[src/hdl/sfp_pkg.sv]
// Shared types and constants of the segment allocator.
`default_nettype none

package sfp_pkg;

  localparam int FIELD_W    = 16;
  localparam int STATUS_W   = 3;
  localparam int ACT_W      = 2;
  localparam int POL_W      = 2;
  localparam int CFG_IDX_W  = 1;
  localparam int CFG_DATA_W = 16;

  typedef enum logic [ACT_W-1:0] {
    ACT_CREATE,
    ACT_DELETE,
    ACT_RELEASE,
    ACT_COMPACT
  } act_e;

  typedef enum logic [STATUS_W-1:0] {
    STS_OK,
    STS_NEED_COMPACT,
    STS_NO_MEMORY,
    STS_NOT_OWNER,
    STS_NO_SEGMENT,
    STS_NONE_REMOVED
  } status_e;

  localparam logic [POL_W-1:0] POL_FIRST = 2'd0;
  localparam logic [POL_W-1:0] POL_BEST  = 2'd1;
  localparam logic [POL_W-1:0] POL_WORST = 2'd2;

  localparam logic [CFG_IDX_W-1:0] REG_MEMORY_SIZE = 1'b0;
  localparam logic [CFG_IDX_W-1:0] REG_FIT_POLICY  = 1'b1;

  localparam logic [FIELD_W-1:0] MEM_SIZE_RESET = 16'd4096;

  typedef enum logic [2:0] {
    S_IDLE,
    S_WALK,
    S_CFIN,
    S_DEL,
    S_REL,
    S_CMP,
    S_SORT
  } state_e;

  // Per-cell command for one cycle.
  typedef struct packed {
    logic ld_new;
    logic ld_left;
    logic ld_right;
    logic set_base;
    logic clr;
  } cell_ctl_t;

endpackage

`default_nettype wire

[src/hdl/sfp_cell.sv]
// One table cell: holds a segment entry and trades it with its neighbors.
`default_nettype none

module sfp_cell #(
  parameter int AW = 16,
  parameter int IW = 4,
  localparam int BASE_LSB = IW + sfp_pkg::FIELD_W,
  localparam int EW       = BASE_LSB + AW + 2 * sfp_pkg::FIELD_W + 1
) (
  input  wire                  clk_i,
  input  wire                  rst_ni,
  input  sfp_pkg::cell_ctl_t   ctl_i,
  input  wire  [EW-1:0]        left_i,
  input  wire  [EW-1:0]        right_i,
  input  wire  [EW-1:0]        new_i,
  output logic [EW-1:0]        ent_o,
  output logic                 ooo_o
);
  import sfp_pkg::*;

  logic          v_q;
  logic [EW-2:0] pay_q;
  logic [AW+IW-1:0] key, rkey;
  logic          rv;

  assign ent_o = {v_q, pay_q};

  always_ff @(posedge clk_i or negedge rst_ni) begin
    if (!rst_ni) begin
      v_q <= 1'b0;
    end else begin
      priority if (ctl_i.ld_new) begin
        v_q <= new_i[EW-1];
      end else if (ctl_i.ld_left) begin
        v_q <= left_i[EW-1];
      end else if (ctl_i.ld_right) begin
        v_q <= right_i[EW-1];
      end else if (ctl_i.clr) begin
        v_q <= 1'b0;
      end
    end
  end

  always_ff @(posedge clk_i) begin
    priority if (ctl_i.ld_new) begin
      pay_q <= new_i[EW-2:0];
    end else if (ctl_i.ld_left) begin
      pay_q <= left_i[EW-2:0];
    end else if (ctl_i.ld_right) begin
      pay_q <= right_i[EW-2:0];
    end else if (ctl_i.set_base) begin
      pay_q[BASE_LSB+AW-1:BASE_LSB] <= new_i[BASE_LSB+AW-1:BASE_LSB];
    end
  end

  // Order is valid first, then ascending base, then ascending table index.
  assign key  = {pay_q[BASE_LSB+AW-1:BASE_LSB], pay_q[IW-1:0]};
  assign rkey = {right_i[BASE_LSB+AW-1:BASE_LSB], right_i[IW-1:0]};
  assign rv   = right_i[EW-1];
  assign ooo_o = (!v_q && rv) || (v_q && rv && (key > rkey));

endmodule

`default_nettype wire

[config.mk]
export PLATFORM = sky130hd
export DESIGN_NAME = sfp_cell
export DESIGN_NICKNAME = d
export VERILOG_FILES = /design/src/hdl/sfp_pkg.sv /design/src/hdl/sfp_cell.sv
export SDC_FILE = /design/constraint.sdc
export NUM_CORES = 1
export LEC_CHECK = 0
export ABC_AREA = 1
export BUFFER_PORTS_ARGS = -buffer_cell sky130_fd_sc_hd__buf_2
export CAP_MARGIN = 10
export CORE_AREA = 4 4 108 110
export DETAILED_ROUTE_END_ITERATION = 6
export DIE_AREA = 0 0 112 114
export PLACE_DENSITY = 0.81
export SYNTH_ARGS = -nofsm -noshare
export SYNTH_HDL_FRONTEND = slang
export SYNTH_SLANG_ARGS = --single-unit
export TNS_END_PERCENT = 20
[constraint.sdc]
create_clock -name clk_i -period 7.1 [get_ports clk_i]
set_clock_uncertainty 0.2 [all_clocks]
set_input_delay 2.13 -clock clk_i [delete_from_list [all_inputs] [get_ports clk_i]]
set_output_delay 2.13 -clock clk_i [all_outputs]
set_load 0.1 [all_outputs]
Word-level counts from Yosys, hierarchy flattened
Cells that the tools add are included.
{"block": "classes", "n_lt_le_gt_ge": 1, "mux": 10, "reduce_logical": 8}
{"op": "68-bit 2-to-1 mux", "count": 2}
{"op": "16-bit 2-to-1 mux", "count": 2}
{"op": "32-bit 2-to-1 mux", "count": 1}
{"op": "20-bit > comparator", "count": 1}
{"op": "20-bit 2-to-1 mux", "count": 1}
{"op": "4-bit nonzero test", "count": 2}
{"op": "1-bit 2-to-1 mux", "count": 4}
{"op": "1-bit logical AND", "count": 3}
{"op": "3-bit nonzero test", "count": 1}
{"op": "1-bit logical NOT", "count": 1}
{"op": "1-bit logical OR", "count": 1}
{"block": "word_totals", "regBits": 69, "in_bits": 214, "output_inout_bits": 70, "elab_cells": 22}

Logic depth before layout (Yosys ltp)
Gate-level depths: netlist of the first run.
{"block": "depth", "word_depth": 4, "ltp_mapped": 12, "depth_no_buf": 12}

Least setup slack after synthesis of the first run
Ideal clock, no wire load.
{"block": "synth_path", "kind": "input to output", "start": "input right_i[35]", "end": "output ooo_o", "arrival_ns": 3.636, "setup_slack_ns": 1.134, "cell_stages": 10, "n_path_buf": 0, "cell_sequence": "inv_1 > ha_1 > nand2_1 > nor2_2 > nand2_2 > nor2_2 > nand2_1 > nand3_1 > nand3_1 > nand2_1"}
{"block": "synth_between", "elab_chain_cells": 3}
{"item": "start, declared", "line": "sfp_cell.sv:14", "text": "input wire [EW-1:0] right_i,"}
{"item": "20-bit > comparator", "line": "sfp_cell.sv:60", "text": "assign ooo_o = (!v_q && rv) || (v_q && rv && (key > rkey));"}
{"item": "1-bit logical AND", "line": "sfp_cell.sv:60"}
{"item": "1-bit logical OR", "line": "sfp_cell.sv:60"}
{"item": "end, declared", "line": "sfp_cell.sv:17", "text": "output logic ooo_o"}
Every way passes these cells.

Final worst setup path of the first run
Ends and elaborated chain as after synthesis.

==> reports/metrics.yaml, run 1 <==
start_util_pct: 40.0
start_kind: "input port"
drive_gt1_share_pct: 40.2
fmax_mhz: 166
grt_pass1_wl_um: 21600
die_w_um: 112
endpoint_kind: "output port"
met3_length_um: 1470
cap_violations: 0
area_growth_pct: 37.1
ir_drop_uv: 115
mostFrequentLayoutCells: "buf_2 (283), nand2_1 (161), nand3_1 (120)"
post-cts-setup-buffers: 0
clk_path_buf_depth: 2
maxSlewHeadroom_pct: 46.1
fin_nets: 998
synth.avg_cell_area_um2: 8.54
ys_seq_area_share_pct: 48.3
synthTopCellsByArea: "edfxtp_1 (48%), nand2_1 (14%), nand3_1 (14%)"
cp_max_fo: 2
worst_slew_pin_slew_ns: 0.809
outcome: "complete, no violations"
hpwlAfterDp_um: 10400
die_area_mm2: 0.0128
rsz0062_at_grt: "no"
yosysTopAreaCell: "edfxtp_1"
ys_ff_latch: 69
coreArea_mm2: 0.0107
power.total_mw: 1.47
leakagePower_nw: 3.02
finish.instance_area_mm2: 0.00587
route.layer.met1.wl_um: 5180
pin_count: 284
postSynthCellCount: 501
grt-ovfl-total: 0
synth_cell_types: 24
fp-row-count: 38
antenna_cells: 0
holdPathEnd: "v_q$_DFFE_PN0P_"
maxSlewViolCount: 0
syn_area_mm2: 0.00428
drtIter0Drc: 303
vias: 4494
dpl.cell_count: 893
wl_per_cell_um: 15.4
grt_pass1_vias: 4435
yosysWarnings: 0
crit_path_start: "right_i[35]"
timing.final.ws_setup_ns: 1.06
hold_buffers: 0
clock_tree.root_cell: "clkbuf_8"
antenna_violating_nets_post_route: 0
numCtsBuffers: 9
ctsResizeCount: 0
antenna_found_initial: 1
port-buffer-count: 283
min_path_cells: 2
yosysTopAreaCellShare_pct: 47.7
finalCritPeriodShare_pct: 85.1
cts_tree: "done"
place_congestion: 0.844
fin_cells: 909
route.detailed.drc: 0
grt_max_degree: 71
layout_commonest_cell: "buf_2"
finalHoldViolCount: 0
worstHoldStart: "v_q$_DFFE_PN0P_"
crit_type: "input port to output port"
clk_pin_slew_worst_paths_ns: 0.07
reg2reg_from: "v_q$_DFFE_PN0P_"
htree_levels: 3
p_per_area_mw_per_mm2: 250
fill_cells: 1031
utilization_pct: 54.9
rr_endpoint: "v_q$_DFFE_PN0P_"
placed_cell_area_mm2: 0.00565
reg2regPathDepth: 2
period_minus_slack_ns: 6.04
highest_layer: "met5"
drt_first_pass_iters: 5
dp_slack_ns: 1.07
clock_sinks: 69
fin_tns_setup_ns: 0
hp-class: "flop to flop"
hold_ws_ns: 0.387
gr-usage-all-layers_pct: 21.2
cp.arrival_ns: 3.71
crit_required_ns: 4.77
drt_wl_total_um: 14000
r2r_setup_slack_ns: 6.14
finalSetupViolations: 0
syn-num-nets: 735
viasPerCell: 4.94
insertion_delay_ns: 0.33
route.met2.wl_um: 7170
die_h_um: 114
[synth_stat cells, drive strengths merged]
master  instances
nor2           15
a21oi           6
dfrtp           1
inv            34
o31ai           1
o21ai          17
clkbuf          3
a21o            1
o211ai         19
edfxtp         68
nand2         163
nand3         120
ha             20
or2             1
buf            31
o221ai          1
[sequential cells by signal, indices dropped and copies added, names as in the netlist]
signal and cells:
v_q 1, pay_q 68
[critical path, cell delays in order]
cell	delay, ns
buf_2	0.09
inv_1	0.04
ha_1	0.30
nand2_1	0.09
nor2_2	0.14
nand2_2	0.07
nor2_2	0.14
nand2_1	0.07
nand3_1	0.08
nand3_1	0.07
nand2_1	0.06
buf_2	0.42
[layout make-up]
class / count / area [um2] / share of cell area, %
well taps: 140 / 175 / 2.99
clock inverters: 7 / 90.1 / 1.54
multi-input cells: 364 / 1840 / 31.4
repair buffers: 286 / 1440 / 24.5
clock buffers: 9 / 124 / 2.11
inverters: 34 / 130 / 2.22
flip-flops and latches: 69 / 2070 / 35.2
[worst max-delay path by stage]
stage / to / cells past startpoint
6_report: ooo_o / 12
5_1_grt: ooo_o / 12
4_1_cts: ooo_o / 12
3_5_place_dp: ooo_o / 12
3_3_place_gp: ooo_o / 12
2_1_floorplan: ooo_o / 10
[cells by family (layout without fill, tap and decap cells)]
| kind of cell | after synthesis | in the layout | synth area share (%) |
|---|---|---|---|
| and+or+nand+nor | 299 | 299 | 30.5 |
| buffers and inverters | 68 | 336 | 8.63 |
| DFF | 69 | 69 | 48.3 |
| AOI/OAI and AO/OA | 45 | 45 | 6.70 |
| adders and majority gates | 20 | 20 | 5.85 |
[layer usage]
layer / vias up / track usage (%)
met3: 20 / 8.44
met4: 2 / 5.53
met5: - / 0
li1: 2245 / -
met2: 226 / 38.0
met1: 2001 / 23.7
[power breakdown]
group | switching (mW) | internal (mW)
registers | 0.0159 | 0.503
logic | 0.477 | 0.118
clock network | 0.160 | 0.196
Note: power is estimated with default switching activity, not from simulation.
==> inputs of run 2 (changes only) <==
==> constraint.sdc (replaced) <==
create_clock -name clk_i -period 7.1 [get_ports clk_i]
set_clock_uncertainty 0.2 [all_clocks]
set_input_delay 1.065 -clock clk_i [delete_from_list [all_inputs] [get_ports clk_i]]
set_output_delay 1.065 -clock clk_i [all_outputs]
set_load 0.1 [all_outputs]
==> reports/metrics.yaml, run 2 (synthesis gave the netlist of run 1 again) <==
crit_slowest_cell: "buf_2"
grt-ovfl-total: 0  # unchanged
clk_path_buf_depth: 2  # unchanged
htree_levels: 3  # unchanged
drt_first_pass_iters: 5  # unchanged
hold_ws_ns: 0.287  # -0.101 ns
hold_buffers: 0  # unchanged
dp_slack_ns: 3.21  # +2.14 ns
drtIter0Drc: 270  # -11%
ctsResizeCount: 0  # unchanged
grt_max_degree: 71  # unchanged
place_congestion: 0.834  # -1.3%
cp.arrival_ns: 2.64  # -1.07 ns
rsz0062_at_grt: "no"
route.layer.met1.wl_um: 5350  # +3.3%
endpoint_kind: "output port"
post-cts-setup-buffers: 0  # unchanged
start_kind: "input port"
outcome: "complete, no violations"
vias: 4547  # +1.2%
layout_commonest_cell: "buf_2"
fin_nets: 997  # -0.10%
antenna_cells: 0  # unchanged
utilization_pct: 55.0  # +0.15 points
cp_max_fo: 2  # unchanged
cp_top_family: "simple AND/OR/NAND/NOR gates"
die_w_um: 112  # unchanged
grt_pass1_vias: 4375  # -1.4%
coreArea_mm2: 0.0107  # unchanged
reg2reg_from: "v_q$_DFFE_PN0P_"
wl_per_cell_um: 15.6  # +0.85%
clk_pin_slew_worst_paths_ns: 0.08  # about the same
fin_tns_setup_ns: 0  # unchanged
area_growth_pct: 37.5
crit_type: "input port to output port"
viasPerCell: 5.01  # +1.3%
period_minus_slack_ns: 3.90  # -2.13 ns
pin_count: 284  # unchanged
drive_gt1_share_pct: 40.0  # -0.21 points
finalHoldViolCount: 0  # unchanged
slowest_delay_ns: 0.42  # about the same
top_register: "pay_q"
grt_pass1_wl_um: 21500  # -0.70%
leakagePower_nw: 3.03  # about the same
p_per_area_mw_per_mm2: 256  # +2.1%
ir_drop_uv: 127  # +10%
finalCritPeriodShare_pct: 55.0  # -30 points
antenna_violating_nets_post_route: 0  # unchanged
antenna_found_initial: 0  # -1
maxSlewViolCount: 0  # unchanged
clock_tree.root_cell: "clkbuf_8"
start_util_pct: 40.0  # unchanged
reg.largest.list: "pay_q (68), v_q (1)"
fmax_mhz: 256  # +55%
mostFrequentLayoutCells: "buf_2 (283), nand2_1 (161), nand3_1 (120)"
insertion_delay_ns: 0.33  # about the same
crit_path_start: "right_i[35]"
clock_sinks: 69  # unchanged
route.met2.wl_um: 7070  # -1.4%
met3_length_um: 1370  # -6.9%
fp-row-count: 38  # unchanged
finalSetupViolations: 0  # unchanged
route.detailed.drc: 0  # unchanged
hpwlAfterDp_um: 10400  # +0.29%
hp-class: "input port to asynchronous set/reset pin"
crit_required_ns: 5.83  # +1.06 ns
drt_wl_total_um: 14100  # +0.74%
timing.final.ws_setup_ns: 3.20  # +2.13 ns
cap_violations: 0  # unchanged
port-buffer-count: 283  # unchanged
worst_slew_pin_slew_ns: 0.790  # -0.0195 ns
die_area_mm2: 0.0128  # unchanged
path_cells: "buf_2 > inv_1 > ha_1 > nand2_1 > nor2_2 > nand2_2 > nor2_2 > nand2_1 > nand3_1 > nand3_1 > nand2_1 > buf_2"
die_h_um: 114  # unchanged
path_buf_inv: 3  # unchanged
highest_layer: "met4"
gr-usage-all-layers_pct: 21.0  # -0.22 points
largest_reg_flops: 68  # unchanged
numCtsBuffers: 9  # unchanged
cts_tree: "done"
maxSlewHeadroom_pct: 47.4  # +1.3 points
cpMostUsedCell: "nand2_1"
==> run 2: final cells by class <==
class / count / area, um2
clock buffers: 9 / 124
clock inverters: 7 / 114
fillers: 1062 / 4810
inverters: 34 / 130
multi-input cells: 364 / 1840
flip-flops and latches: 69 / 2070
well taps: 140 / 175
repair buffers: 285 / 1430
==> run 2: metal layers <==
| metal | GRT usage, % | up-vias |
|---|---|---|
| li1 | - | 2247 |
| met1 | 24.6 | 2051 |
| met2 | 35.8 | 223 |
| met3 | 7.32 | 26 |
| met4 | 7.85 | 0 |
| met5 | 0 | - |
==> run 2: final timing paths <==
| check | endpoint | slack [ns] | cells after the start |
|---|---|---|---|
| worst min-delay path | v_q$_DFFE_PN0P_ | 0.29 | 1 |
| max in group asynchronous | v_q$_DFFE_PN0P_ | 6.33 | 1 |
| worst max register to register | v_q$_DFFE_PN0P_ | 6.14 | 2 |
| worst max-delay path | ooo_o | 3.20 | 12 |
| min in group clk_i | v_q$_DFFE_PN0P_ | 0.40 | 2 |
| worst min register to register | v_q$_DFFE_PN0P_ | 0.40 | 2 |
==> run 2: per-stage QoR <==
step / instances / total power [mW] / area [um2]
5_1_grt: 908 / 1.57 / 5880
2_1_floorplan: 501 / 0.995 / 4280
3_3_place_gp: 892 / 1.12 / 5650
3_5_place_dp: 892 / 1.13 / 5650
6_report: 908 / 1.50 / 5880
4_1_cts: 908 / 1.52 / 5880
==> run 2: report_power, final <==
| group | internal (mW) | leakage, nW | switching (mW) |
|---|---|---|---|
| clock network | 0.232 | 0.115 | 0.158 |
| registers | 0.503 | 0.735 | 0.0166 |
| logic | 0.117 | 2.18 | 0.478 |
| total | 0.851 | 3.03 | 0.653 |
